<file path="src/rtl/chs_pkg.sv">
// Package for the cosine hemisphere sampler: types, constants and helpers.
package chs_pkg;

    // Default configuration
    localparam int SampleBitsDef   = 16;
    localparam int CordicStepsDef  = 16;
    localparam int CordicStepsMax  = 24;
    localparam int QuotBits        = 31;   // Q30 ratio, value up to 1.0
    localparam int SqrtSteps       = 32;   // root digits of a 64-bit radicand

    // Q30 constants; the pdf ceiling PdfMax is 1/pi in Q16
    localparam logic [29:0] Pi4Q30   = 30'd843314857;
    localparam logic [29:0] GainQ30  = 30'd652032874;
    localparam logic [28:0] InvPiQ30 = 29'd341782638;
    localparam logic [14:0] PdfMax   = 15'd20861;

    // CORDIC arctangent table, Q30
    localparam logic [29:0] AtanQ30 [CordicStepsMax] = '{
        30'd843314857, 30'd497837829, 30'd263043837, 30'd133525159,
        30'd67021687,  30'd33543516,  30'd16775851,  30'd8388437,
        30'd4194283,   30'd2097149,   30'd1048576,   30'd524288,
        30'd262144,    30'd131072,    30'd65536,     30'd32768,
        30'd16384,     30'd8192,      30'd4096,      30'd2048,
        30'd1024,      30'd512,       30'd256,       30'd128
    };

    // Data that rides along with each request until the disk point is known
    typedef struct packed {
        logic               zero;   // square point is the exact origin
        logic               xr;     // x axis supplies the radius
        logic               neg;    // ratio is negative
        logic signed [31:0] r;      // radius, Q30
    } t_side;

    // Divider cell state
    typedef struct packed {
        logic                  valid;
        logic [31:0]           rem;
        logic [30:0]           den;
        logic [QuotBits-1:0]   q;
        t_side                 side;
    } t_div;

    // CORDIC cell state
    typedef struct packed {
        logic               valid;
        logic signed [33:0] x;
        logic signed [33:0] y;
        logic signed [33:0] z;
        t_side              side;
    } t_cor;

    // Square-root cell state
    typedef struct packed {
        logic               valid;
        logic [63:0]        m;      // radicand, consumed two bits per cell
        logic [33:0]        rem;
        logic [31:0]        root;
        logic signed [15:0] sx;
        logic signed [15:0] sy;
    } t_sq;

    // Cycles from an accepted request to its result strobe
    function automatic int chs_latency(input int steps);
        return 70 + steps;
    endfunction

    // Q30 to Q15, round half up, saturate to signed 16 bits
    function automatic logic signed [15:0] f_sat_q15(input logic signed [32:0] v);
        logic signed [33:0] t;
        t = (34'(v) + 34'sd16384) >>> 15;
        if (t > 34'sd32767) begin
            return 16'sh7fff;
        end else if (t < -34'sd32768) begin
            return 16'sh8000;
        end
        return 16'(t);
    endfunction

endpackage

</file>
<file path="src/rtl/chs_sqrt_cell.sv">
// One digit-by-digit square-root cell: one root bit per cell.
module chs_sqrt_cell (
    input  logic          i_clk,
    input  logic          i_rst_n,
    input  chs_pkg::t_sq  i_s,
    output chs_pkg::t_sq  o_s
);
    import chs_pkg::*;

    logic [33:0] w_rem;
    logic [33:0] w_trial;
    t_sq         n_s;
    t_sq         r_s;

    // bring down two radicand bits and try the next root bit
    always_comb begin
        w_rem   = {i_s.rem[31:0], i_s.m[63:62]};
        w_trial = {i_s.root, 2'b01};
        n_s     = i_s;
        n_s.m   = {i_s.m[61:0], 2'b00};
        if (w_rem >= w_trial) begin
            n_s.rem  = w_rem - w_trial;
            n_s.root = {i_s.root[30:0], 1'b1};
        end else begin
            n_s.rem  = w_rem;
            n_s.root = {i_s.root[30:0], 1'b0};
        end
    end

    always_ff @(posedge i_clk) begin
        r_s <= n_s;
        if (!i_rst_n) begin
            r_s.valid <= 1'b0;
        end
    end

    assign o_s = r_s;
endmodule

</file>
<file path="config.mk">
export PLATFORM = sky130hd
export DESIGN_NAME = chs_sqrt_cell
export DESIGN_NICKNAME = d
export VERILOG_FILES = /design/src/rtl/chs_pkg.sv /design/src/rtl/chs_sqrt_cell.sv
export SDC_FILE = /design/constraint.sdc
export NUM_CORES = 1
export LEC_CHECK = 0
export BUFFER_PORTS_ARGS = -buffer_cell sky130_fd_sc_hd__buf_2
export CAP_MARGIN = 10
export CORE_MARGIN = 4
export CORE_UTILIZATION = 39
export CTS_BUF_LIST = sky130_fd_sc_hd__clkbuf_16
export DETAILED_ROUTE_END_ITERATION = 8
export PLACE_DENSITY = 0.76
export SLEW_MARGIN = 15
export SYNTH_ARGS = -nofsm -noshare
export SYNTH_HDL_FRONTEND = slang
export SYNTH_SLANG_ARGS = --single-unit
export TNS_END_PERCENT = 100
</file>
<file path="constraint.sdc">
create_clock -name i_clk -period 2.03 [get_ports i_clk]
set_input_delay 0.1015 -clock i_clk [delete_from_list [all_inputs] [get_ports i_clk]]
set_output_delay 0.1015 -clock i_clk [all_outputs]
set_load 0.005 [all_outputs]
</file>
======== Word-level counts from Yosys, hierarchy flattened ========
Cells that the tools add are included.
operators by class
  add/subtract/negate cells ............... 1
  order comparisons ....................... 1
  mux-type cells .......................... 1
operators with widths
  cell                                count
  two-way mux 66 bit                  1
  greater-or-equal comparator 34 bit  1
  subtractor 34 bit                   1
storage, ports and cells
  bits in registers ....................... 161
  bits of input ports ..................... 165
  output and inout port bits .............. 163
  logic and storage cells ................. 9

======== Depth between registers and ports, before layout ========
  depth after elaboration ................. 2
  gate-level depth with buffers ........... 13
  gate-level depth less buffers ........... 10

======== Least setup slack after synthesis ========
No wires, ideal clock.
  kind .................................... input port to flip-flop
  start point ............................. input i_s[41] (netlist bit)
  end point ............................... register r_s, in the netlist o_s[89]
  library setup time ...................... 0.096 ns
  data arrival time ....................... 2.059 ns
  data required time ...................... 1.934 ns
  setup slack ............................. -0.125 ns
  stages .................................. 12
  path buffers ............................ 2
  cells stage by stage .................... inv_1 > ha_1 > a211o_1 > a21oi_2 > o211ai_1 > a221oi_2 > nor2_1 > a21boi_1 > buf_6 > buf_4 > nand2_1 > o41ai_2
RTL lines
  item                  RTL line             text
  from (decl)           chs_sqrt_cell.sv:5   input chs_pkg::t_sq i_s,
  to (signal assigned)  chs_sqrt_cell.sv:31  r_s <= n_s;
  to (decl)             chs_sqrt_cell.sv:13  t_sq r_s;

==> run_results.csv <==
group,metric,value,unit
logic_synthesis,synth_edf_count,0,
cts,cts_tree,"yes",
global_routing,track_usage,0.2989,
setup_path,worstPathArrival,2.42,ns
setup_path,cp_num_cells,12,
logic_synthesis,async_flop_share,0,
final_layout,final_cells,1348,
power_and_ir_drop,pwr-share-seq,0.395,
cts,cts-root-buf,"clkbuf_16",
final_layout,largest_register_ff_count,161,
setup_path,slowest_delay,0.37,ns
floorplanning,row_count,43,
sta,period_share,1.028,
setup_path,worstPathMaxFanout,6,
setup_path,cp-start-kind,"primary input",
logic_synthesis,synth_cell_type_count,60,
sta,fin_crit,2.086,ns
sta,finalSetupViolCount,2,
sta,grt_setup_unrepaired,"yes",
cts,clk_pin_slew,0.07,ns
cts,clk_path_buf_depth,2,
sta,fmax,479.4,MHz
routing,finalWirelength,26.59,mm
worst_hold_path,hold_depth,3,
power_and_ir_drop,comb_power_share,0.244,
placement,gp_congestion,0.8874,
outcome,failed_checks,"setup timing",
final_layout,utilization,0.7688,
setup_path,critical_path_class,"in2reg",
placement,portBuffers,323,
floorplanning,die-area,16570,um2
power_and_ir_drop,p_leak,5.396,nW
logic_synthesis,yosysWarnings,0,
logic_synthesis,syn_area,5683,um2
setup_path,crit_slowest_cell,"o31a_1",
final_layout,fin_nets,1353,
power_and_ir_drop,clock_power_share,0.361,
floorplanning,die_h,128.7,um
floorplanning,io_pins,328,
global_routing,antenna_found_initial,5,
placement,dpl.hpwl,17.05,mm
final_layout,area_growth,90.69,%
logic_synthesis,synthTopCellsByArea,"dfxtp_1, ha_1, nand2_1",
global_routing,grt_start_max_net_pins,17,
routing,vias,6569,
power_and_ir_drop,power_switching,2.549,mW
worst_hold_path,min_path_type,"in2reg",
global_routing,grt_pass1_vias,6787,
power_and_ir_drop,p_int,6.307,mW
routing,drt_iter0_drc,332,
floorplanning,initial_core_util,0.4032,
routing,remaining_drc_errors,0,
setup_path,cp_num_buf_inv,3,
routing,viasPerCell,4.873,
cts,htree_num_levels,4,
logic_synthesis,avgSynthCellArea,10.37,um2
power_and_ir_drop,cellPowerDensity,817.3,nW/um2
sta,slew_viol_final,0,
sta,hold_viol,0,
global_routing,grt_pass1_wl,37.70,mm
worst_hold_path,hp-start,"i_s[93]",
final_layout,nFillCells,879,
setup_path,worstPathRequired,2.37,ns
placement,dp.cells,1145,
logic_synthesis,synthFlopType,"dfxtp_1",
job,cap_violations,0,
routing,drtPass1Iterations,5,
cts,cts_buffers,17,
floorplanning,die_w,128.7,um
floorplanning,core,14100,um2
sta,tns,-0.06410,ns
setup_path,crit_family,"compound AO/OA/AOI/OAI gates",
final_layout,drive_above_1_share,0.4434,
outcome,status,"finished, violations left",
logic_synthesis,synth_top_area_frac,0.5672,
routing,ant_nets,0,
sta,setup_ws,-0.05615,ns
logic_synthesis,yosys_register_bits,161,
power_and_ir_drop,max-vdd-ir-drop,0.6723,mV
worst_hold_path,hold_end,"o_s[95]",
final_layout,layout_commonest_cell,"buf_2",
final_layout,mostFrequentLayoutCells,"buf_2, dfxtp_1, dlygate4sd3_1",
setup_path,cp-end-kind,"flip-flop",
logic_synthesis,synthesis.instances,548,
power_and_ir_drop,netSwitchingFraction,0.2878,
cts,clock_sinks,161,
logic_synthesis,ys_seq_area_frac,0.5672,
placement,post-place-ws,-0.4522,ns
global_routing,overflow,0,
routing,routedWlPerCell,19.72,um
logic_synthesis,yosysTopAreaCell,"dfxtp_1",
setup_path,path_cells,"buf_2 > inv_2 > ha_4 > nand3_2 > a211oi_2 > o31ai_2 > buf_4 > o31a_1 > o21ai_4 > nand4_1 > a211o_1 > o211a_1",
## cells by family after synthesis
| logic type | count (synthesis) | share of synthesized area |
|---|---|---|
| flops | 161 | 0.5672 |
| compound gates | 144 | 0.1669 |
| simple gates | 117 | 0.09907 |
| buf+inv | 64 | 0.04976 |
| fa+ha+maj | 34 | 0.07486 |
| xor+xnor | 27 | 0.04161 |
| other cells | 1 | 0.0006599 |
## power by group through the flow
stage / clock network [mW] / registers, mW / logic, mW
5_1_grt: 3.34 / 3.52 / 2.32
3_5_place_dp: 0 / 3.55 / 1.69
2_1_floorplan: 0 / 3.60 / 0.727
4_1_cts: 3.17 / 3.49 / 1.95
3_3_place_gp: 0 / 3.55 / 1.67
6_report: 3.19 / 3.50 / 2.17
## layer usage
layer / vias to the layer above / routed length, um / global-route usage
met5: - / 35 / 0
met3: 88 / 1852 / 0.08302
met4: 6 / 1439 / 0.1544
met2: 305 / 13460 / 0.5357
li1: 3098 / - / -
met1: 3072 / 9798 / 0.3194
## how the worst max path moves through the flow
stage                     startpoint  slack [ns]  endpoint
after global routing         i_s[35]       -0.17   o_s[97]
final                        i_s[35]       -0.06   o_s[97]
after global placement       i_s[33]       -0.39   o_s[73]
after floorplan              i_s[38]       -0.01   o_s[97]
after CTS                    i_s[33]      -0.004   o_s[73]
after detailed placement     i_s[33]       -0.45   o_s[73]
## cell type report
| cell class | instances | area, um2 | share of cell area |
|---|---|---|---|
| tap | 180 | 225.2 | 0.02078 |
| timing repair buffer | 601 | 4219 | 0.3893 |
| clock inverter | 14 | 143.9 | 0.01328 |
| inverter | 49 | 183.9 | 0.01697 |
| antenna | 2 | 5.005 | 0.0004618 |
| clock buffer | 17 | 425.4 | 0.03926 |
| multi-input combinational | 324 | 2411 | 0.2225 |
| sequential | 161 | 3223 | 0.2974 |
## synthesized netlist by cell type (all sizes together) (5+ instances only)
master / instances
ha: 34
xor2: 13
inv: 49
nand4: 8
a211oi: 6
xnor2: 14
clkbuf: 7
nand3: 11
o21a: 5
nand2: 53
buf: 8
a21o: 11
nor2: 21
o21ai: 48
o21bai: 6
nor4: 5
a21oi: 37
dfxtp: 161
o211ai: 5
## timing repair
item	4_1_cts	5_1_grt
pin swaps	0	23
endpoints found under the hold margin	157	0
endpoints found under the setup margin	1	34
hold buffers	158	0
gates cloned	0	3
resized for setup	0	35
buffers inserted	0	9
## stage by stage
stage / hold WS (ns) / total power [mW] / instance area [um2]
after floorplan: 0.1292 / 4.325 / 5792
final: 0.01088 / 8.857 / 10840
after global placement: 0.2036 / 5.221 / 8399
after CTS: 0.006106 / 8.614 / 10550
after global routing: 0.01034 / 9.178 / 10840
after detailed placement: 0.2051 / 5.249 / 8399
(Power assumes the default switching activity.)
