$ cat config.mk
export PLATFORM = sky130hd
export DESIGN_NAME = chs_div_cell
export DESIGN_NICKNAME = d
export VERILOG_FILES = /design/src/rtl/chs_pkg.sv /design/src/rtl/chs_div_cell.sv
export SDC_FILE = /design/constraint.sdc
export NUM_CORES = 1
export LEC_CHECK = 0
export BUFFER_PORTS_ARGS = -buffer_cell sky130_fd_sc_hd__clkbuf_2
export CORE_MARGIN = 2
export CORE_UTILIZATION = 48
export DETAILED_ROUTE_END_ITERATION = 10
export HOLD_SLACK_MARGIN = 0.15
export PLACE_DENSITY = 0.86
export SLEW_MARGIN = 5
export SYNTH_ARGS = -nofsm -noshare
export SYNTH_HDL_FRONTEND = slang
export SYNTH_SLANG_ARGS = --single-unit
export TNS_END_PERCENT = 5
$ cat constraint.sdc
create_clock -name i_clk -period 4.23 [get_ports i_clk]
set_clock_uncertainty 0.15 [all_clocks]
set_input_delay 0.2115 -clock i_clk [delete_from_list [all_inputs] [get_ports i_clk]]
set_output_delay 0.2115 -clock i_clk [all_outputs]
set_load 0.005 [all_outputs]
$ cat src/rtl/chs_pkg.sv
// Package for the cosine hemisphere sampler: types, constants and helpers.
package chs_pkg;

    // Default configuration
    localparam int SampleBitsDef   = 16;
    localparam int CordicStepsDef  = 16;
    localparam int CordicStepsMax  = 24;
    localparam int QuotBits        = 31;   // Q30 ratio, value up to 1.0
    localparam int SqrtSteps       = 32;   // root digits of a 64-bit radicand

    // Q30 constants; the pdf ceiling PdfMax is 1/pi in Q16
    localparam logic [29:0] Pi4Q30   = 30'd843314857;
    localparam logic [29:0] GainQ30  = 30'd652032874;
    localparam logic [28:0] InvPiQ30 = 29'd341782638;
    localparam logic [14:0] PdfMax   = 15'd20861;

    // CORDIC arctangent table, Q30
    localparam logic [29:0] AtanQ30 [CordicStepsMax] = '{
        30'd843314857, 30'd497837829, 30'd263043837, 30'd133525159,
        30'd67021687,  30'd33543516,  30'd16775851,  30'd8388437,
        30'd4194283,   30'd2097149,   30'd1048576,   30'd524288,
        30'd262144,    30'd131072,    30'd65536,     30'd32768,
        30'd16384,     30'd8192,      30'd4096,      30'd2048,
        30'd1024,      30'd512,       30'd256,       30'd128
    };

    // Data that rides along with each request until the disk point is known
    typedef struct packed {
        logic               zero;   // square point is the exact origin
        logic               xr;     // x axis supplies the radius
        logic               neg;    // ratio is negative
        logic signed [31:0] r;      // radius, Q30
    } t_side;

    // Divider cell state
    typedef struct packed {
        logic                  valid;
        logic [31:0]           rem;
        logic [30:0]           den;
        logic [QuotBits-1:0]   q;
        t_side                 side;
    } t_div;

    // CORDIC cell state
    typedef struct packed {
        logic               valid;
        logic signed [33:0] x;
        logic signed [33:0] y;
        logic signed [33:0] z;
        t_side              side;
    } t_cor;

    // Square-root cell state
    typedef struct packed {
        logic               valid;
        logic [63:0]        m;      // radicand, consumed two bits per cell
        logic [33:0]        rem;
        logic [31:0]        root;
        logic signed [15:0] sx;
        logic signed [15:0] sy;
    } t_sq;

    // Cycles from an accepted request to its result strobe
    function automatic int chs_latency(input int steps);
        return 70 + steps;
    endfunction

    // Q30 to Q15, round half up, saturate to signed 16 bits
    function automatic logic signed [15:0] f_sat_q15(input logic signed [32:0] v);
        logic signed [33:0] t;
        t = (34'(v) + 34'sd16384) >>> 15;
        if (t > 34'sd32767) begin
            return 16'sh7fff;
        end else if (t < -34'sd32768) begin
            return 16'sh8000;
        end
        return 16'(t);
    endfunction

endpackage

$ cat src/rtl/chs_div_cell.sv
// One restoring-division cell: one quotient bit of the Q30 axis ratio.
module chs_div_cell (
    input  logic           i_clk,
    input  logic           i_rst_n,
    input  chs_pkg::t_div  i_d,
    output chs_pkg::t_div  o_d
);
    import chs_pkg::*;

    logic        w_ge;
    logic [31:0] w_rem;
    t_div        n_d;
    t_div        r_d;

    // compare, subtract, shift
    always_comb begin
        w_ge  = i_d.rem >= {1'b0, i_d.den};
        w_rem = w_ge ? (i_d.rem - {1'b0, i_d.den}) : i_d.rem;
        n_d       = i_d;
        n_d.rem   = {w_rem[30:0], 1'b0};
        n_d.q     = {i_d.q[QuotBits-2:0], w_ge};
    end

    always_ff @(posedge i_clk) begin
        r_d <= n_d;
        if (!i_rst_n) begin
            r_d.valid <= 1'b0;
        end
    end

    assign o_d = r_d;
endmodule

; After elaboration in Yosys (flattened, before gate mapping)
; Index checks and enable logic that the tools add are counted.
; Widths: inputs -> output; s select.
[classes]
order_cmp = 1
muxes = 1
addsub = 1
[ops]
columns = cell, count
row1 = $ge 32x31->1, 1
row2 = $mux 31, 1
row3 = $sub 31x31->31, 1
[word_totals]
in_bits = 132
regBits = 129
output_inout_bits = 130
word_cells = 11

; Longest topological paths before layout
; Gate-level depths: netlist (run 1).
[logic_depth]
depth_word = 2
mapped_depth = 13
mapped_depth_nobuf = 12

; Least setup slack after synthesis (run 1)
; Ideal clock, no wire load.
[synth_timing]
kind = input -> register
startpoint = in i_d[91] in the netlist's numbering
endpoint = reg r_d (netlist bit o_d[116])
path_slack_ps = 1662
t_required_ps = 3959
path_buffers = 0
stages = 10
setup_ps = 121
arrival_time_ps = 2296
path_cell_list = inv_1 ha_1 a21o_1 a21o_1 a2111oi_1 nor3_1 a211o_1 nor2_4 inv_4 mux2_4
[synth_via]
elab_chain_cells = 2
[synth_rtl]
columns = item, line
row1 = from (decl), chs_div_cell.sv:5  ; input chs_pkg::t_div i_d,
row2 = $ge 32x31->1, chs_div_cell.sv:17  ; w_ge = i_d.rem >= {1'b0, i_d.den};
row3 = $mux 31, chs_div_cell.sv:18  ; w_rem = w_ge ? (i_d.rem - {1'b0, i_d.den}) : i_d.rem;
row4 = via w_rem[18], chs_div_cell.sv:11  ; logic [31:0] w_rem;
row5 = to (signal assigned), chs_div_cell.sv:25  ; r_d <= n_d;
row6 = to (decl), chs_div_cell.sv:13  ; t_div r_d;
; The timed path passes the listed nets, and every way through them passes these cells.
; A chain may end at the register's enable or synchronous reset.

; Worst setup path after layout (run 1)
[layout_timing]
startpoint = in i_d[66] in the netlist's numbering
endpoint = reg r_d (netlist bit o_d[105])
[layout_via]
elab_chain_cells = 2
elab_cells_between_ends = 3
cone_classes = add/sub: 1 / order compare: 1 / mux: 1
[layout_rtl]
columns = item, line
row1 = $sub 31x31->31 / $ge 32x31->1 (equally long branches), "chs_div_cell.sv:18, chs_div_cell.sv:17"
row2 = $mux 31 (*), chs_div_cell.sv:18
row3 = via w_rem[7], chs_div_cell.sv:11
; The timed path passes the listed nets; every way through them passes the cells marked *.

==> results.txt, run 1 <==
----------------------------------------------------
[Worst setup path]
  CP endpoint kind ... register
  Worst Path Class, Setup ... input port to register
  Arrival time of data at the critical path endpoint ... approximately 4.3 ns
  Required time of the worst setup path ... 4.49 ns
  Kind of launch point of the worst setup path ... input port
  CP max FO ... 8

[Hold path]
  Number of cells traversed by the worst hold path ... 2
  Hold path start ... i_d[28]
  Hold Path Class ... input port to register
  Worst hold path endpoint ... o_d[28]

[Global routing]
  Pin count of the biggest net entering global routing ... 47
  GRT Overall Usage ... 0.427
  Grt total ovfl ... 0
  Via count of the first global-routing pass ... roughly 6000
  Antenna violations before repair ... 1
  Global-route wire length before repair ... around 33000 um

[Final layout]
  Layout net count ... approximately 1100
  Layout cell share with drive strength beyond 1 ... 0.331
  Final Instance Count excl. Fillers ... 1040
  Leading cell type in the layout, fill and taps excluded ... sky130_fd_sc_hd__clkbuf_2
  Number of flip-flops in the largest register ... approximately 130
  Top library cells by usage in the layout, fill and taps aside ... sky130_fd_sc_hd__clkbuf_2 (259), sky130_fd_sc_hd__dlygate4sd3_1 (144), sky130_fd_sc_hd__dfxtp_1 (129)
  Area added between synthesis and finish ... 73.2%

[Synth]
  Async SR Flop Fraction ... 0
  Dominant register cell in the synthesized netlist ... sky130_fd_sc_hd__dfxtp_1
  Post-synthesis instance area ... 4740 um2
  Cell count after synthesis ... roughly 480
  Post-synth cell types ... 49
  Yosys warning total ... 0
  Largest area contributor in the synthesized netlist ... sky130_fd_sc_hd__dfxtp_1
  Ranking of synthesized cells by area ... sky130_fd_sc_hd__dfxtp_1 (54%), sky130_fd_sc_hd__ha_1 (8.2%), sky130_fd_sc_hd__a21oi_1 (5.2%), sky130_fd_sc_hd__inv_1 (3.2%), sky130_fd_sc_hd__nor2_1 (3.2%)
  Number of enable-type register cells in the synthesized netlist ... 0
  Fraction of synthesized cell area taken by the top area cell type ... 0.545
  Part of the Yosys area used for sequential elements ... 0.545
  Synthesized netlist net count ... 643
  Post-synthesis average cell area ... ~10 um2
  Number of flip-flops and latches in the synthesized netlist ... about 130

[Route]
  Remaining number of nets flagged by the antenna check after routing ... 0
  Detailed-route DRC error count ... 0
  Average detailed-routed wire length per instance ... roughly 21 um
  Drt first pass iters ... 8
  Wl on met1 ... 7190 um
  Total via count after detailed routing ... between 5000 and 6000
  Routed length on met3 ... 2200 um
  Highest metal layer with signal wires ... met4
  Drt total wl ... 21800 um
  Met2 Routed Length ... around 11000 um
  Vias/cell ... 5.47
  Starting DRC count in detailed routing ... 631

[STA]
  Maximum operating frequency ... 0.246 GHz
  Share of the cycle needed by the critical path after routing ... 0.962
  Total negative setup slack ... 0 ns
  Post-route minimum period ... 4.07 ns
  Final hold vios ... 0
  Final setup vio count ... 0
  Slew @ Worst Pin ... between 0.5 and 0.6 ns
  Worst slew margin ... 0.652
  Setup repair after global routing missed its margin ... false
  Final number of max-transition violations ... 0

[Clocking]
  Number of sinks handled by clock tree synthesis ... around 130
  CTS HTree Levels ... 4
  TritonCTS buffer count ... 17
  Clock tree from TritonCTS ... built
  Largest buffer count on any clock path ... 2
  CTS root buffer ... sky130_fd_sc_hd__clkbuf_8
  Clock transition at the registers of the reported paths ... 0.06 ns

[Power and ir drop]
  Cell area power density ... around 440 nW/um2
  Power consumption ... approximately 3.6 mW
  Cell leakage power ... 4.09 nW
  Largest vdd supply drop ... 0.336 mV

[Floorplan]
  Area enclosed by the die boundary ... 10700 um2
  Initial standard-cell utilization of the core ... 0.490
  Boundary pin count ... 262
  Total number of placement rows ... 36
  Die height ... between 100 and 150 um
  CORE AREA ... approximately 9700 um2
  Chip width ... 103 um

[Place]
  Cell Count Post-Placement ... 859
  Final RePlAce weighted congestion ... 0.888
  HPWL after detailed placement ... about 11000 um
  Port bufs ... between 200 and 300

[Run]
  Number of max-cap violations ... 0

[Run status]
  Result of the run ... finished, final reports clean

----------------------------------------------------
==> layout make-up <==
cell class,instances,area (um2)
Clock buffer,21,449
Tap cell,133,166
Antenna cell,1,2.50
Fill cell,468,1470
Clock inverter,9,133
Inverter,42,160
Multi-Input combinational cell,295,1920
Sequential cell,129,2580
Timing Repair Buffer,410,2800
==> cells by family (layout without fill, tap and decap cells) <==
family	after synthesis	count (layout)	share of synthesized area
buf+inv	55	482	0.0509
other cells	1	2	0.000791
flops	129	129	0.545
mux	1	1	0.00317
compound gates	121	121	0.157
simple gates	117	117	0.115
xor+xnor	23	23	0.0425
fa+ha+maj	32	32	0.0860
==> worst max-delay path: stages <==
cell and delay [ns]:
sky130_fd_sc_hd__dlygate4sd3_1 0.53, sky130_fd_sc_hd__clkbuf_2 0.12, sky130_fd_sc_hd__ha_1 0.23, sky130_fd_sc_hd__fa_1 0.41, sky130_fd_sc_hd__nor2b_1 0.18, sky130_fd_sc_hd__o31ai_1 0.12, sky130_fd_sc_hd__a21oi_1 0.27, sky130_fd_sc_hd__o21ai_0 0.14
sky130_fd_sc_hd__buf_4 0.17, sky130_fd_sc_hd__a211oi_1 0.34, sky130_fd_sc_hd__nor2_4 0.13, sky130_fd_sc_hd__nand2_1 0.10, sky130_fd_sc_hd__dlygate4sd3_1 0.56, sky130_fd_sc_hd__o21ai_0 0.15, sky130_fd_sc_hd__dlygate4sd3_1 0.66
==> routing by layer <==
| layer | up-vias | GRT usage |
|---|---|---|
| met1 | 2582 | 0.427 |
| met3 | 172 | 0.203 |
| met4 | 0 | 0.316 |
| li1 | 2477 | - |
| met5 | - | 0.0288 |
| met2 | 457 | 0.688 |
==> synth_stat cells, types with 2 or more instances <==
library cell / count
sky130_fd_sc_hd__dfxtp_1: 129
sky130_fd_sc_hd__a21oi_1: 49
sky130_fd_sc_hd__inv_1: 41
sky130_fd_sc_hd__nor2_1: 41
sky130_fd_sc_hd__nand2_1: 35
sky130_fd_sc_hd__ha_1: 31
sky130_fd_sc_hd__o21ai_0: 27
sky130_fd_sc_hd__xor2_1: 12
sky130_fd_sc_hd__xnor2_1: 11
sky130_fd_sc_hd__a211oi_1: 7
sky130_fd_sc_hd__and2_1: 6
sky130_fd_sc_hd__a21o_1: 5
sky130_fd_sc_hd__buf_2: 5
sky130_fd_sc_hd__nand3_1: 5
sky130_fd_sc_hd__nand4_1: 5
sky130_fd_sc_hd__o21bai_1: 5
sky130_fd_sc_hd__clkbuf_1: 4
sky130_fd_sc_hd__nand2b_1: 4
sky130_fd_sc_hd__nor2b_1: 4
sky130_fd_sc_hd__nor3_1: 4
sky130_fd_sc_hd__o211ai_1: 4
sky130_fd_sc_hd__a211o_1: 3
sky130_fd_sc_hd__buf_6: 3
sky130_fd_sc_hd__nor4_1: 3
sky130_fd_sc_hd__o211a_1: 3
sky130_fd_sc_hd__o31ai_1: 3
sky130_fd_sc_hd__a31o_2: 2
sky130_fd_sc_hd__a31oi_1: 2
sky130_fd_sc_hd__and3_1: 2
sky130_fd_sc_hd__nor3b_1: 2
sky130_fd_sc_hd__o21a_1: 2
sky130_fd_sc_hd__o311a_1: 2
sky130_fd_sc_hd__or3_1: 2
==> through the flow <==
| step | util | worst slack [ns] | area (um2) | hold WS [ns] |
|---|---|---|---|---|
| after floorplan | - | 1.66 | 4740 | 0.0892 |
| after global placement | 0.633 | 0.941 | 6130 | 0.164 |
| after detailed placement | 0.633 | 0.920 | 6130 | 0.165 |
| after CTS | 0.842 | 0.332 | 8150 | 0.155 |
| after global routing | 0.848 | 0.0392 | 8210 | 0.159 |
| final | 0.848 | 0.162 | 8210 | 0.164 |
==> power by group <==
part           switching (mW)  internal [mW]  leakage [nW]  total (mW)
Clock                   0.561          0.924         0.280        1.48
Combinational           0.377          0.359          2.73       0.736
Sequential             0.0473           1.33          1.09        1.38
==> timing repair <==
action,in CTS,in global routing
hold buffers,144,0
endpoints found under the hold margin,128,0
buffers inserted,0,6
endpoints found under the setup margin,0,4
gates resized for setup,0,0
==> worst max-delay path by stage <==
stage / startpoint / endpoint / slack (ns)
floorplan: i_d[91] / o_d[116] / 1.66
global placement: i_d[91] / o_d[116] / 0.94
detailed placement: i_d[91] / o_d[116] / 0.92
CTS: i_d[91] / o_d[118] / 0.33
global route: i_d[66] / o_d[105] / 0.04
finish: i_d[66] / o_d[105] / 0.16
No activity file was read; power rests on OpenSTA's default activity.
==> inputs of run 2 (changes only) <==
--- a/config.mk
+++ b/config.mk
@@ -9,8 +9,9 @@
 export CORE_MARGIN = 2
 export CORE_UTILIZATION = 48
+export CTS_CLUSTER_DIAMETER = 200
 export DETAILED_ROUTE_END_ITERATION = 10
 export HOLD_SLACK_MARGIN = 0.15
 export PLACE_DENSITY = 0.86
-export SLEW_MARGIN = 5
+export SLEW_MARGIN = 10
 export SYNTH_ARGS = -nofsm -noshare
 export SYNTH_HDL_FRONTEND = slang
==> constraint.sdc (replaced) <==
create_clock -name i_clk -period 4.23 [get_ports i_clk]
set_clock_uncertainty 0.15 [all_clocks]
set_input_delay 0.846 -clock i_clk [delete_from_list [all_inputs] [get_ports i_clk]]
set_output_delay 0.846 -clock i_clk [all_outputs]
set_load 0.005 [all_outputs]
==> run 2 against run 1 <==
Effect of this change:
- final area decreased by 18%
- routed wire length is 34% lower
- non-clock buffer count is 147 lower
- cell count decreased by 14%
- core utilization shrank 15 points
- flip-flop and latch count did not move
- total power shrank 6.5%
- via count fell by 22%
- combinational power shrank 26%
==> results.txt, run 2 (synthesis gave the netlist of run 1 again) <==
----------------------------------------------------
[Worst setup path]
  Cell-by-cell listing of the critical path ... clkbuf_2 > inv_1 > ha_1 > fa_1 > nor2b_1 > o31ai_1 > a21oi_1 > o21ai_0 > buf_4 > a211oi_1 > nor2_4 > inv_4 > mux2_4
  CP endpoint kind ... register
  Worst Path Class, Setup ... input port to register
  Cell with the largest stage delay on the worst path ... sky130_fd_sc_hd__fa_1
  CP max FO ... 37 (+29)
  Kind of launch point of the worst setup path ... input port
  Slowest stage delay, CP ... 0.41 ns (-0.25 ns)
  Arrival time of data at the critical path endpoint ... 3.56 ns (-0.76 ns)
  Required time of the worst setup path ... 4.50 ns (about the same)

[Global routing]
  Via count of the first global-routing pass ... 4299 (-29%)
  Grt total ovfl ... 0 (unchanged)
  Pin count of the biggest net entering global routing ... 38 (-19%)
  GRT Overall Usage ... 0.260 (-0.167)
  Antenna violations before repair ... 1 (unchanged)
  Global-route wire length before repair ... 20700 um (-38%)

[Final layout]
  Area added between synthesis and finish ... 42.3%
  Layout net count ... 912 (-14%)
  Number of flip-flops in the largest register ... 129 (unchanged)
  Number of fill cells ... 744 (+59%)
  Final Instance Count excl. Fillers ... 893 (-14%)
  Sequential cell area ... 2580 um2 (unchanged)
  Leading cell type in the layout, fill and taps excluded ... sky130_fd_sc_hd__clkbuf_2
  Top library cells by usage in the layout, fill and taps aside ... sky130_fd_sc_hd__clkbuf_2 (259), sky130_fd_sc_hd__dfxtp_1 (129), sky130_fd_sc_hd__a21oi_1 (49)
  Layout cell share with drive strength beyond 1 ... 0.391 (+0.0602)
  Area occupied by multi-input gates ... 1920 um2 (unchanged)

[Route]
  Total via count after detailed routing ... 4448 (-22%)
  Starting DRC count in detailed routing ... 220 (-65%)
  Vias/cell ... 4.98 (-8.9%)
  Drt first pass iters ... 5 (-3)
  Remaining number of nets flagged by the antenna check after routing ... 0 (unchanged)
  Drt total wl ... 14300 um (-34%)
  Detailed-route DRC error count ... 0 (unchanged)
  Average detailed-routed wire length per instance ... 16.0 um (-24%)

[STA]
  Share of the cycle needed by the critical path after routing ... 0.776 (-0.186)
  Final number of max-transition violations ... 0 (unchanged)
  Post-route minimum period ... 3.28 ns (-0.786 ns)
  Maximum operating frequency ... 0.305 GHz (+24%)
  Setup repair after global routing missed its margin ... false
  Final hold vios ... 0 (unchanged)
  Total negative setup slack ... 0 ns (unchanged)
  Final setup vio count ... 0 (unchanged)

[Clocking]
  Post-cts repair resize count ... 0 (unchanged)
  Hold-fix buffers, CTS ... 0 (-100%)
  Largest buffer count on any clock path ... 2 (unchanged)
  Post-CTS setup buffers ... 0 (unchanged)
  TritonCTS buffer count ... 17 (unchanged)
  CTS root buffer ... sky130_fd_sc_hd__clkbuf_8
  CTS HTree Levels ... 4 (unchanged)
  Clock tree from TritonCTS ... built
  Number of sinks handled by clock tree synthesis ... 129 (unchanged)
  Clock transition at the registers of the reported paths ... 0.06 ns (about the same)

[Power and ir drop]
  Largest vdd supply drop ... 0.308 mV (-8.3%)
  Cell area power density ... 499 nW/um2 (+14%)
  Sequential power share ... 0.405 (+0.022)
  Switching portion of total power ... 0.251 (-0.0230)
  Design internal power ... 2.52 mW (-3.5%)
  NetSw ... 844 uW (-14%)
  Combinational power share ... 0.162 (-0.043)
  Cell leakage power ... 3.48 nW (-15%)
  Clock share of power ... 0.433 (+0.020)

[Floorplan]
  Initial standard-cell utilization of the core ... 0.490 (unchanged)
  Die height ... 103 um (unchanged)
  Total number of placement rows ... 36 (unchanged)
  Chip width ... 103 um (unchanged)
  Area enclosed by the die boundary ... 10700 um2 (unchanged)
  Boundary pin count ... 262 (unchanged)
  CORE AREA ... 9680 um2 (unchanged)

[Hold path]
  Worst hold path endpoint ... o_d[27]
  Number of cells traversed by the worst hold path ... 1 (-1)
  Hold Path Class ... input port to register
  Hold path start ... i_d[27]

[Place]
  Final RePlAce weighted congestion ... 0.882 (-0.74%)
  Cell Count Post-Placement ... 862 (+0.35%)
  HPWL after detailed placement ... 11000 um (-0.34%)
  Port bufs ... 259 (unchanged)

[Run]
  Number of max-cap violations ... 0 (unchanged)

[Run status]
  Result of the run ... finished, final reports clean

----------------------------------------------------
[run 2: changes by cell type in the layout (fill, tap and decap cells not counted), sizes merged]
| cell | change |
|---|---|
| buf | -3 |
| clkinvlp | +2 |
| clkbuf | +1 |
| dlygate4sd3 | -144 |
| clkinv | -3 |
[run 2: power groups by stage]
stage | combinational (mW) | sequential [mW] | clock [mW]
finish | 0.543 | 1.36 | 1.46
global route | 0.602 | 1.37 | 1.54
CTS | 0.544 | 1.36 | 1.48
detailed placement | 0.537 | 1.39 | 0
global placement | 0.525 | 1.38 | 0
floorplan | 0.276 | 1.40 | 0
[run 2: through the flow]
stage | util | setup slack (ns) | hold slack [ns] | total power [mW] | area (um2)
finish | 0.697 | 0.948 | 0.260 | 3.36 | 6750
global route | 0.697 | 0.761 | 0.229 | 3.51 | 6750
CTS | 0.697 | 0.969 | 0.243 | 3.39 | 6750
detailed placement | 0.635 | 0.444 | 0.800 | 1.92 | 6150
global placement | 0.635 | 0.520 | 0.799 | 1.91 | 6150
floorplan | - | 1.03 | 0.724 | 1.68 | 4740
[run 2: routing by layer]
metal,part of all wire,up-vias,GRT usage,wire length (um)
met4,0.025,0,0.108,355
met1,0.38,2046,0.269,5380
met5,0,-,0,0
li1,-,2179,-,-
met2,0.51,194,0.465,7290
met3,0.088,29,0.103,1250
[run 2: final cells by class]
class	instances	share of cell area
sequential	129	0.383
timing repair buffer	263	0.197
antenna	1	0.000371
tap	133	0.0247
inverter	42	0.0237
clock buffer	22	0.0686
clock inverter	8	0.0191
multi-input combinational	295	0.284
[run 2: how the worst max path moves through the flow]
stage | startpoint | slack, ns | cells past startpoint | end
final | i_d[97] | 0.95 | 13 | o_d[116]
after global routing | i_d[97] | 0.76 | 15 | o_d[126]
after CTS | i_d[97] | 0.97 | 15 | o_d[126]
after detailed placement | i_d[97] | 0.44 | 13 | o_d[116]
after global placement | i_d[97] | 0.52 | 13 | o_d[116]
after floorplan | i_d[91] | 1.03 | 10 | o_d[116]
[run 2: worst max-delay path: cells and delay by family]
family,cells,cell delay (ns)
compound gates,4,0.88
mux,1,0.33
simple gates,2,0.27
buf+inv,4,0.60
fa+ha+maj,2,0.61
