[config.mk]
export PLATFORM = sky130hd
export DESIGN_NAME = chs_cordic_cell
export DESIGN_NICKNAME = d
export VERILOG_FILES = /design/src/rtl/chs_pkg.sv /design/src/rtl/chs_cordic_cell.sv
export SDC_FILE = /design/constraint.sdc
export NUM_CORES = 1
export LEC_CHECK = 0
export ABC_AREA = 1
export ABC_CLOCK_PERIOD_IN_PS = 2500
export BUFFER_PORTS_ARGS = -buffer_cell sky130_fd_sc_hd__buf_2
export CAP_MARGIN = 25
export CELL_PAD_IN_SITES_DETAIL_PLACEMENT = 0
export CELL_PAD_IN_SITES_GLOBAL_PLACEMENT = 1
export CORE_MARGIN = 1.5
export CORE_UTILIZATION = 35
export DETAILED_ROUTE_END_ITERATION = 8
export PLACE_DENSITY = 0.83
export SETUP_SLACK_MARGIN = 0.02
export SYNTH_ARGS = -nofsm -noshare
export SYNTH_HDL_FRONTEND = slang
export SYNTH_SLANG_ARGS = --single-unit
[constraint.sdc]
create_clock -name i_clk -period 2.5 [get_ports i_clk]
set_clock_uncertainty 0.1 [all_clocks]
set_input_delay 0.125 -clock i_clk [delete_from_list [all_inputs] [get_ports i_clk]]
set_output_delay 0.125 -clock i_clk [all_outputs]
set_load 0.01 [all_outputs]
[src/rtl/chs_pkg.sv]
// Package for the cosine hemisphere sampler: types, constants and helpers.
package chs_pkg;

    // Default configuration
    localparam int SampleBitsDef   = 16;
    localparam int CordicStepsDef  = 16;
    localparam int CordicStepsMax  = 24;
    localparam int QuotBits        = 31;   // Q30 ratio, value up to 1.0
    localparam int SqrtSteps       = 32;   // root digits of a 64-bit radicand

    // Q30 constants; the pdf ceiling PdfMax is 1/pi in Q16
    localparam logic [29:0] Pi4Q30   = 30'd843314857;
    localparam logic [29:0] GainQ30  = 30'd652032874;
    localparam logic [28:0] InvPiQ30 = 29'd341782638;
    localparam logic [14:0] PdfMax   = 15'd20861;

    // CORDIC arctangent table, Q30
    localparam logic [29:0] AtanQ30 [CordicStepsMax] = '{
        30'd843314857, 30'd497837829, 30'd263043837, 30'd133525159,
        30'd67021687,  30'd33543516,  30'd16775851,  30'd8388437,
        30'd4194283,   30'd2097149,   30'd1048576,   30'd524288,
        30'd262144,    30'd131072,    30'd65536,     30'd32768,
        30'd16384,     30'd8192,      30'd4096,      30'd2048,
        30'd1024,      30'd512,       30'd256,       30'd128
    };

    // Data that rides along with each request until the disk point is known
    typedef struct packed {
        logic               zero;   // square point is the exact origin
        logic               xr;     // x axis supplies the radius
        logic               neg;    // ratio is negative
        logic signed [31:0] r;      // radius, Q30
    } t_side;

    // Divider cell state
    typedef struct packed {
        logic                  valid;
        logic [31:0]           rem;
        logic [30:0]           den;
        logic [QuotBits-1:0]   q;
        t_side                 side;
    } t_div;

    // CORDIC cell state
    typedef struct packed {
        logic               valid;
        logic signed [33:0] x;
        logic signed [33:0] y;
        logic signed [33:0] z;
        t_side              side;
    } t_cor;

    // Square-root cell state
    typedef struct packed {
        logic               valid;
        logic [63:0]        m;      // radicand, consumed two bits per cell
        logic [33:0]        rem;
        logic [31:0]        root;
        logic signed [15:0] sx;
        logic signed [15:0] sy;
    } t_sq;

    // Cycles from an accepted request to its result strobe
    function automatic int chs_latency(input int steps);
        return 70 + steps;
    endfunction

    // Q30 to Q15, round half up, saturate to signed 16 bits
    function automatic logic signed [15:0] f_sat_q15(input logic signed [32:0] v);
        logic signed [33:0] t;
        t = (34'(v) + 34'sd16384) >>> 15;
        if (t > 34'sd32767) begin
            return 16'sh7fff;
        end else if (t < -34'sd32768) begin
            return 16'sh8000;
        end
        return 16'(t);
    endfunction

endpackage

[src/rtl/chs_cordic_cell.sv]
// One CORDIC rotation cell for a fixed step index.
module chs_cordic_cell #(
    parameter int STEP = 0
) (
    input  logic           i_clk,
    input  logic           i_rst_n,
    input  chs_pkg::t_cor  i_c,
    output chs_pkg::t_cor  o_c
);
    import chs_pkg::*;

    logic signed [33:0] w_xs;
    logic signed [33:0] w_ys;
    logic signed [33:0] w_at;
    t_cor               n_c;
    t_cor               r_c;

    // rotate toward zero residual angle; shifts floor
    always_comb begin
        w_xs = i_c.x >>> STEP;
        w_ys = i_c.y >>> STEP;
        w_at = $signed({4'b0, AtanQ30[STEP]});
        n_c  = i_c;
        if (!i_c.z[33]) begin
            n_c.x = i_c.x - w_ys;
            n_c.y = i_c.y + w_xs;
            n_c.z = i_c.z - w_at;
        end else begin
            n_c.x = i_c.x + w_ys;
            n_c.y = i_c.y - w_xs;
            n_c.z = i_c.z + w_at;
        end
    end

    always_ff @(posedge i_clk) begin
        r_c <= n_c;
        if (!i_rst_n) begin
            r_c.valid <= 1'b0;
        end
    end

    assign o_c = r_c;
endmodule

After elaboration in Yosys (flattened, before gate mapping)
Index checks and enable logic that the tools add are counted.
- flip-flop bits (word level): 138
- output and inout bits: 138
- logic and storage cells: 14
- $add $sub $neg: 5
- mux-type cells: 1
- operators by type and width (operator ; number):
    $mux W102 ; 1
    $sub A34 B34 Y34 ; 2
    $add A34 B31 Y34 const B ; 1
    $add A34 B34 Y34 ; 1
    $sub A34 B31 Y34 const B ; 1

Depth between registers and ports, before layout
Gate-level depths: netlist of run 1.
- depth in word-level cells: 2
- depth in mapped cells: 18

Least setup slack after synthesis of run 1
No wires, ideal clock.
- path type: input to register
- start: in i_c[68] (netlist bit)
- end: reg r_c (netlist bit o_c[65])
- library setup time: 112 ps
- data arrival time: 2132 ps
- setup slack: 156 ps
- stages: 13
- cells stage by stage: clkbuf_1 -> clkinv_1 -> buf_2 -> ha_1 -> nand2_1 -> o21ai_2 -> a21boi_0 -> o21bai_1 -> nand2_1 -> nand2_1 -> nand2_1 -> nand3_1 -> nand2_1
- RTL lines (element ; line ; text):
    start, declared ; chs_cordic_cell.sv:7 ; input chs_pkg::t_cor i_c,
    end signal, assigned ; chs_cordic_cell.sv:36 ; r_c <= n_c;
    end, declared ; chs_cordic_cell.sv:16 ; t_cor r_c;

==> results of run 1 <==
-- kinds of logic (layout without fill, tap and decap cells) --
family	Yosys count	after routing	synth area share, %
fa+ha+maj	135	135	14.5
mux	1	1	0.0847
buf+inv	292	657	10.1
xor+xnor	48	48	3.56
flops	137	137	23.2
compound gates	365	365	17.0
simple gates	881	881	31.5
-- stage by stage --
step           instance area, um^2  util (%)  instances  total power [mW]
3_5_place_dp                 13900      41.5       2588              5.79
3_3_place_gp                 13900      41.5       2588              5.78
6_report                     15000      45.0       2672              8.62
5_1_grt                      15000      45.0       2672              9.13
4_1_cts                      15000      44.9       2671              8.63
2_1_floorplan                11800         -       1859              4.58
-- worst paths after layout --
path  endpoint  cells after the start  slack [ps]  startpoint
min    o_c[63]                      3          20     i_c[63]
max    o_c[99]                     14         210    i_c[103]
-- timing repair --
action	CTS	global route
resized for setup	0	1
hold buffers	51	0
endpoints found under the hold margin	48	0
setup endpoints to repair	0	2
setup buffers	0	1
-- worst min-delay path, cell delays in order --
cell                     delay [ps]
sky130_fd_sc_hd__buf_2           80
sky130_fd_sc_hd__ha_1           210
sky130_fd_sc_hd__xor2_1         100
-- power by group through the flow --
stage	sequential, mW	clock, mW	combinational, mW
after floorplan	2.85	0	1.73
after global placement	2.66	0	3.12
after detailed placement	2.67	0	3.12
after CTS	2.63	2.81	3.20
after global routing	2.66	2.91	3.56
final	2.62	2.76	3.24
-- Yosys cell counts (4+ instances only) --
cell	number
sky130_fd_sc_hd__nand2_1	473
sky130_fd_sc_hd__inv_1	240
sky130_fd_sc_hd__nor2_1	174
sky130_fd_sc_hd__a21oi_1	169
sky130_fd_sc_hd__nand3_1	161
sky130_fd_sc_hd__dfxtp_1	137
sky130_fd_sc_hd__ha_1	131
sky130_fd_sc_hd__o21ai_0	106
sky130_fd_sc_hd__xor2_1	38
sky130_fd_sc_hd__buf_4	24
sky130_fd_sc_hd__nor3_1	20
sky130_fd_sc_hd__a21o_1	19
sky130_fd_sc_hd__nand4_1	17
sky130_fd_sc_hd__o21ai_1	16
sky130_fd_sc_hd__o21bai_1	16
sky130_fd_sc_hd__inv_2	10
sky130_fd_sc_hd__xnor2_1	10
sky130_fd_sc_hd__clkbuf_1	9
sky130_fd_sc_hd__nor2_2	8
sky130_fd_sc_hd__buf_2	7
sky130_fd_sc_hd__o211ai_1	7
sky130_fd_sc_hd__nand2_2	6
sky130_fd_sc_hd__o31ai_1	6
sky130_fd_sc_hd__a31oi_1	5
sky130_fd_sc_hd__o22ai_1	5
sky130_fd_sc_hd__or2_2	5
sky130_fd_sc_hd__a21boi_0	4
sky130_fd_sc_hd__a21oi_2	4
sky130_fd_sc_hd__fa_1	4
sky130_fd_sc_hd__o21ai_2	4
-- routing by layer --
metal / vias to the layer above / global-route usage, % / part of all wire [%]
li1: 6745 / - / -
met1: 6136 / 32.8 / 45
met2: 512 / 42.7 / 46
met3: 72 / 3.67 / 6.3
met4: 0 / 9.74 / 3.3
met5: - / 0 / 0
-- cell type report --
class                           instances  area [um^2]
Clock buffer                           17          425
Clock inverter                         15          201
Fill cell                            3594        18400
Inverter                              251          942
Multi-Input combinational cell       1430         7890
Sequential cell                       137         2740
Tap cell                              448          561
Timing Repair Buffer                  374         2240
==> results.yml, run 1 <==
run_status:
  run_status: "completed"
cells_and_area:
  largest_register_ffs: 137
  layout.cells.most_common_list: "473 x sky130_fd_sc_hd__nand2_1, 277 x sky130_fd_sc_hd__buf_2, 240 x sky130_fd_sc_hd__inv_1"
  most_common_cell_after_layout_fill_and_taps_aside: "sky130_fd_sc_hd__nand2_1"
  flow.area_growth_from_synthesis_pct: 26.9
  layout_cells_sized_above_1_pct: 18.3
  finish.net_count: 2486
  antenna_cells_inserted: 0
route:
  wirelength_mm: 44.9
  drt_iter0_markers: 995
  detail-route-antenna-nets: 0
  initial_drt_pass_iterations: 5
  route.vias.total: 13465
  via_per_inst: 5.04
  avgRoutedWirePerCell_um: 16.8
  detail_route.drc_violations: 0
place:
  preCtsSetupSlack_ps: 77.8
  placer_congestion: 0.976
  numPortBuffers: 277
  dp_hpwl_mm: 37.0
setup_path:
  crit_required_ps: 2740
  cpMostUsedCell: "sky130_fd_sc_hd__nand2_1"
  critPathArrivalTime_ps: 2530
  cpMaxStageDelayCell: "sky130_fd_sc_hd__dlygate4sd3_1"
  critPathBufInv: 3
  critical-path-max-stage-delay_ps: 570
  critical_path.top_delay_family: "buffers and inverters"
  worstPathMaxFanout: 3
  crit_chain: "buf_2 > dlygate4sd3_1 > ha_1 > fa_2 > inv_1 > nand2_1 > o211ai_1 > nand2_1 > nand2_1 > nand2_1 > nand2_1 > nand2_1 > nand3_1 > nand2_1"
  crit_path_end_kind: "register"
  criticalPathCategory: "in -> reg"
  startpoint_type_of_the_worst_setup_path: "input pin"
synthesis:
  syn_area_per_cell_um2: 6.36
  synth.yosys.seq_area_share_pct: 23.2
  synth_unique_cells: 46
  netlist_instances: 1859
  share_of_the_synthesized_area_in_the_top_cell_type_pct: 23.2
  asyncSetResetFlopFracSynth_pct: 0
  synth_area_leader_cell: "sky130_fd_sc_hd__dfxtp_1"
  synth_area_mm2: 0.0118
  synth_seq_cells: 137
  mappedNetlistNets: 2134
  synth_warnings: 0
  synth_area_leaders: "sky130_fd_sc_hd__dfxtp_1 23%, sky130_fd_sc_hd__nand2_1 15%, sky130_fd_sc_hd__ha_1 14%"
  edff_count_synth: 0
  yosys_most_used_dff: "sky130_fd_sc_hd__dfxtp_1"
timing:
  fmax_mhz: 437
  final_period_utilization_pct: 91.5
  slew_headroom_pct: 46.7
  fin_setup_tns_ps: 0
  hold-worst-slack_ps: 16.1
  final_setup_violation_count: 0
  final_period_minus_worst_setup_slack_ps: 2290
  fin_ws_ps: 212
  grt_setup_unrepaired: "no"
  timing_max_transition_violations_final: 0
  hold_violations: 0
  worst_slew_pin_slew_ps: 799
power_and_ir_drop:
  p_sw_mw: 3.38
  comb_power_share_pct: 37.6
  sw_frac_of_total_pct: 39.2
  power_report.internal_total_mw: 5.24
  total_leakage_power_nw: 7.89
  worst_ir_drop_vdd_v: 0.000508
  clockPowerShare_pct: 32.0
  power.density_mw_per_mm2: 575
  sequential_group_share_of_total_power_pct: 30.4
die:
  design.portCount: 278
  die_w_um: 187
  fp.dieArea_mm2: 0.0349
  floorplan.core_area_mm2: 0.0334
  die_h_um: 187
  initial_cell_density_of_the_core_pct: 35.4
  placementRows: 67
grt:
  grt_max_degree: 70
  grt.total_usage_pct: 25.4
  global_route.overflow_total: 0
  grt_antenna_before_repair: 0
  grt_first_pass_wirelength_mm: 69.1
  via_count_of_the_first_global_routing_pass: 13189
clock_network:
  cts-root-to-sink-buffers: 2
  ctsHtreeMaxLevel: 4
  cts-buffers-inserted: 17
  cts.sink_count: 137
  tritoncts: "yes"
  cts_root_buf: "sky130_fd_sc_hd__clkbuf_16"
  cts.clk_slew.worst_paths_ps: 70
hold_path:
  min-delay-path-class: "in -> reg"
job:
  maxCapViolCount: 0
(Power assumes the default switching activity.)
==> run 2: changes to the inputs <==
--- a/config.mk
+++ b/config.mk
@@ -11,10 +11,10 @@
 export CAP_MARGIN = 25
 export CELL_PAD_IN_SITES_DETAIL_PLACEMENT = 0
 export CELL_PAD_IN_SITES_GLOBAL_PLACEMENT = 1
-export CORE_MARGIN = 1.5
 export CORE_UTILIZATION = 35
 export DETAILED_ROUTE_END_ITERATION = 8
 export PLACE_DENSITY = 0.83
+export RECOVER_POWER = 25
 export SETUP_SLACK_MARGIN = 0.02
 export SYNTH_ARGS = -nofsm -noshare
 export SYNTH_HDL_FRONTEND = slang
==> results.yml, run 2 (synthesis results as in run 1) <==
route:
  wirelength_mm: 45.9
  route.vias.total: 13367
  drt_iter0_markers: 760
  detail_route.drc_violations: 0
  detail-route-antenna-nets: 0
  avgRoutedWirePerCell_um: 17.2
  via_per_inst: 5.02
  initial_drt_pass_iterations: 8
grt:
  grt_first_pass_wirelength_mm: 69.7
  grt.total_usage_pct: 26.5
  via_count_of_the_first_global_routing_pass: 13165
  grt_max_degree: 70
  global_route.overflow_total: 0
  grt_antenna_before_repair: 0
clock_network:
  tritoncts: "yes"
  cts-root-to-sink-buffers: 2
  ctsHtreeMaxLevel: 4
  cts_root_buf: "sky130_fd_sc_hd__clkbuf_16"
  post_cts.repair.setup_buffers: 0
  cts.clk_slew.worst_paths_ps: 70
  cts-buffers-inserted: 17
  cts.sink_count: 137
setup_path:
  cpMostUsedCell: "sky130_fd_sc_hd__nand2_1"
  critical-path-max-stage-delay_ps: 530
  crit_path_end_kind: "register"
  startpoint_type_of_the_worst_setup_path: "input pin"
  crit_chain: "dlygate4sd3_1 > buf_2 > ha_1 > fa_1 > inv_1 > nand2_1 > o211ai_1 > nand2_1 > nand2_1 > nand2_1 > nand2_1 > nand2_1 > nand3_1 > nand2_1"
  critPathBufInv: 3
  cpMaxStageDelayCell: "sky130_fd_sc_hd__dlygate4sd3_1"
  criticalPathCategory: "in -> reg"
  crit_required_ps: 2740
  worstPathMaxFanout: 3
  critPathArrivalTime_ps: 2600
  critical_path.top_delay_family: "simple AND/OR/NAND/NOR gates"
die:
  die_w_um: 186
  die_h_um: 186
  fp.dieArea_mm2: 0.0345
  initial_cell_density_of_the_core_pct: 36.0
  floorplan.core_area_mm2: 0.0329
  design.portCount: 278
  placementRows: 66
power_and_ir_drop:
  power.density_mw_per_mm2: 557
  worst_ir_drop_vdd_v: 0.000495
  total_leakage_power_nw: 7.75
  report.power.total_mw: 8.27
timing:
  hold_violations: 0
  final_period_utilization_pct: 94.2
  worst_slew_pin_slew_ps: 789
  final_period_minus_worst_setup_slack_ps: 2360
  fmax_mhz: 424
  timing_max_transition_violations_final: 0
  fin_ws_ps: 144
  fin_setup_tns_ps: 0
  hold-worst-slack_ps: 28.6
  slew_headroom_pct: 47.4
  final_setup_violation_count: 0
  grt_setup_unrepaired: "yes"
place:
  post_dp_cell_area_mm2: 0.0138
  dp_hpwl_mm: 38.4
  placer_congestion: 0.971
  numPlacedInstances: 2581
  numPortBuffers: 277
  preCtsSetupSlack_ps: 120
job:
  maxCapViolCount: 0
run_status:
  run_status: "completed"
cells_and_area:
  finish.net_count: 2481
  final-instance-count-excl-fill: 2661
  antenna_cells_inserted: 0
  final_core_area_utilization_pct: 45.2
  postLayoutCellArea_mm2: 0.0149
  layout.cells.most_common_list: "473 x sky130_fd_sc_hd__nand2_1, 244 x sky130_fd_sc_hd__buf_2, 240 x sky130_fd_sc_hd__inv_1"
  most_common_cell_after_layout_fill_and_taps_aside: "sky130_fd_sc_hd__nand2_1"
  largest_register_ffs: 137
  layout_cells_sized_above_1_pct: 16.8
  flow.area_growth_from_synthesis_pct: 25.6
hold_path:
  whs_path_depth: 4
  min-delay-path-class: "in -> reg"
  timing.hold.worst.start: "i_c[66]"
  hold_end: "o_c[66]"
run 2: changes by cell type in the layout (fill, tap and decap cells not counted), moves of 3 or more:
cell                            before  now
sky130_fd_sc_hd__buf_2             277  244
sky130_fd_sc_hd__clkbuf_1            0   33
sky130_fd_sc_hd__dlygate4sd3_1      51   48
sky130_fd_sc_hd__inv_6               4    7
run 2: report_power, final:
group | leakage (nW) | total (mW) | internal [mW] | switching (mW)
logic | 6.32 | 3.22 | 1.15 | 2.07
clock network | 0.274 | 2.42 | 1.31 | 1.11
registers | 1.16 | 2.63 | 2.53 | 0.0950
run 2: area by class of cell:
cell class | instances | area (um^2)
Fill cell | 3559 | 18000
Multi-Input combinational cell | 1430 | 7900
Sequential cell | 137 | 2740
Timing Repair Buffer | 369 | 2160
Inverter | 251 | 942
Tap cell | 442 | 553
Clock buffer | 17 | 425
Clock inverter | 15 | 131
run 2: how the worst max path moves through the flow:
stage | from | endpoint | cells after the start
2_1_floorplan | i_c[68] | o_c[65] | 13
3_3_place_gp | i_c[91] | o_c[102] | 13
3_5_place_dp | i_c[73] | o_c[99] | 14
4_1_cts | i_c[103] | o_c[127] | 14
5_1_grt | i_c[103] | o_c[99] | 14
6_report | i_c[103] | o_c[99] | 14
run 2: per-layer routing:
layer	vias to the layer above	GRT usage, %	wire length [um]
met5	-	0	0
met4	0	8.95	1280
met1	6094	33.8	20800
met2	461	45.4	21000
li1	6749	-	-
met3	63	3.54	2730
run 2: timing repair:
item | CTS | global route
hold buffers | 48 | 0
gates resized for setup | 0 | 4
hold endpoints to repair | 46 | 0
setup endpoints to repair | 0 | 11
==> run 3: changes to the inputs <==
==> constraint.sdc (replaced) <==
create_clock -name i_clk -period 2.5 [get_ports i_clk]
set_clock_uncertainty 0.1 [all_clocks]
set_input_delay 0.375 -clock i_clk [delete_from_list [all_inputs] [get_ports i_clk]]
set_output_delay 0.375 -clock i_clk [all_outputs]
set_load 0.01 [all_outputs]
==> results.yml, run 3 (synthesis results as in run 1) <==
hold_path:
  timing.hold.worst.start: "i_c[35]"
  whs_path_depth: 2
  min-delay-path-class: "in -> reg"
  hold_end: "o_c[35]"
grt:
  grt_first_pass_wirelength_mm: 70.8
  grt.total_usage_pct: 26.8
  grt_max_degree: 70
  grt_antenna_before_repair: 0
  global_route.overflow_total: 0
  via_count_of_the_first_global_routing_pass: 13700
route:
  initial_drt_pass_iterations: 8
  drt_iter0_markers: 959
  route.vias.total: 13803
  wirelength_mm: 46.0
  detail_route.drc_violations: 0
  detail-route-antenna-nets: 0
  via_per_inst: 4.96
  avgRoutedWirePerCell_um: 16.5
power_and_ir_drop:
  total_leakage_power_nw: 8.37
  power.density_mw_per_mm2: 558
  worst_ir_drop_vdd_v: 0.000501
timing:
  worst_slew_pin_slew_ps: 845
  final_period_utilization_pct: 89.6
  fmax_mhz: 447
  fin_setup_tns_ps: 0
  timing_max_transition_violations_final: 0
  final_period_minus_worst_setup_slack_ps: 2240
  slew_headroom_pct: 43.7
  hold_violations: 0
  grt_setup_unrepaired: "no"
  final_setup_violation_count: 0
  fin_ws_ps: 260
place:
  placer_congestion: 0.955
  preCtsSetupSlack_ps: -132
  numPortBuffers: 277
  numPlacedInstances: 2714
  post_dp_cell_area_mm2: 0.0149
  dp_hpwl_mm: 38.3
die:
  fp.dieArea_mm2: 0.0345
  initial_cell_density_of_the_core_pct: 36.0
  design.portCount: 278
  placementRows: 66
  floorplan.core_area_mm2: 0.0329
  die_w_um: 186
  die_h_um: 186
clock_network:
  cts-buffers-inserted: 17
  cts_root_buf: "sky130_fd_sc_hd__clkbuf_16"
  cts.sink_count: 137
  tritoncts: "yes"
  cts.clk_slew.worst_paths_ps: 60
  cts-root-to-sink-buffers: 2
  gates_resized_cts_repair: 0
  post_cts.repair.setup_buffers: 0
  cts_hold_repair.buffers: 37
  ctsHtreeMaxLevel: 4
cells_and_area:
  layout.cells.most_common_list: "473 x sky130_fd_sc_hd__nand2_1, 248 x sky130_fd_sc_hd__buf_2, 240 x sky130_fd_sc_hd__inv_1"
  layout_cells_sized_above_1_pct: 21.6
  largest_register_ffs: 137
  most_common_cell_after_layout_fill_and_taps_aside: "sky130_fd_sc_hd__nand2_1"
  final-instance-count-excl-fill: 2783
  finish.net_count: 2603
  antenna_cells_inserted: 0
  flow.area_growth_from_synthesis_pct: 33.5
  postLayoutCellArea_mm2: 0.0158
  number_of_fill_cells_in_the_layout: 3503
  final_core_area_utilization_pct: 48.0
setup_path:
  crit_path_end_kind: "register"
  critical-path-max-stage-delay_ps: 440
  critPathArrivalTime_ps: 2540
  critical_path.top_delay_family: "compound AO/OA/AOI/OAI gates"
  crit_chain: "buf_2 > inv_1 > ha_1 > a21oi_1 > o21ai_0 > a21oi_1 > nand2_1 > buf_4 > xor2_1 > o21ai_0 > buf_4"
  cpMaxStageDelayCell: "sky130_fd_sc_hd__ha_1"
  criticalPathCategory: "in -> reg"
  crit_required_ps: 2800
  worstPathMaxFanout: 8
  startpoint_type_of_the_worst_setup_path: "input pin"
  critPathBufInv: 4
run_status:
  run_status: "completed"
job:
  maxCapViolCount: 0
## run 3: changes by cell type in the layout (fill, tap and decap cells not counted), moves of 2 or more
cell / before / now
sky130_fd_sc_hd__inv_6: 7 / 3
sky130_fd_sc_hd__clkinv_4: 0 / 2
sky130_fd_sc_hd__bufinv_16: 0 / 2
sky130_fd_sc_hd__fa_1: 2 / 4
sky130_fd_sc_hd__dlygate4sd3_1: 48 / 37
sky130_fd_sc_hd__fa_2: 2 / 0
sky130_fd_sc_hd__buf_2: 244 / 248
sky130_fd_sc_hd__clkbuf_1: 33 / 30
sky130_fd_sc_hd__buf_4: 44 / 176
## run 3: power breakdown
group	total [mW]	internal (mW)	switching, mW
clock network	2.69	1.53	1.16
logic	3.50	1.39	2.12
registers	2.62	2.53	0.0904
## run 3: final cells by class
| cell class | instances | area [um^2] | share of cell area [%] |
|---|---|---|---|
| Multi-Input combinational cell | 1430 | 7890 | 49.9 |
| Timing Repair Buffer | 491 | 3060 | 19.4 |
| Clock inverter | 13 | 160 | 1.01 |
| Inverter | 251 | 943 | 5.97 |
| Clock buffer | 19 | 443 | 2.81 |
| Tap cell | 442 | 553 | 3.50 |
| Sequential cell | 137 | 2740 | 17.4 |
## run 3: worst max-delay path by stage
| stage | startpoint | endpoint | slack (ps) | cells past startpoint |
|---|---|---|---|---|
| 6_report | i_c[81] | o_c[82] | 260 | 11 |
| 5_1_grt | i_c[68] | o_c[67] | 150 | 12 |
| 4_1_cts | i_c[81] | o_c[82] | 330 | 11 |
| 3_5_place_dp | i_c[81] | o_c[82] | -130 | 11 |
| 3_3_place_gp | i_c[81] | o_c[82] | -140 | 11 |
| 2_1_floorplan | i_c[68] | o_c[65] | 120 | 13 |
## run 3: stage by stage
| stage | hold slack, ps | total power, mW |
|---|---|---|
| 2_1_floorplan | 303 | 4.58 |
| 3_3_place_gp | 377 | 6.07 |
| 3_5_place_dp | 379 | 6.09 |
| 4_1_cts | 34.7 | 8.85 |
| 5_1_grt | 70.1 | 9.38 |
| 6_report | 50.9 | 8.81 |
## run 3: routing by layer
layer  routed length (um)  part of all wire (%)  vias up  track usage (%)
met5                    0                     0        -                0
met4                 1060                   2.3        0             8.30
met3                 2880                   6.3       71             4.38
met2                21300                    46      462             46.2
met1                20800                    45     6287             34.0
li1                     -                     -     6983                -
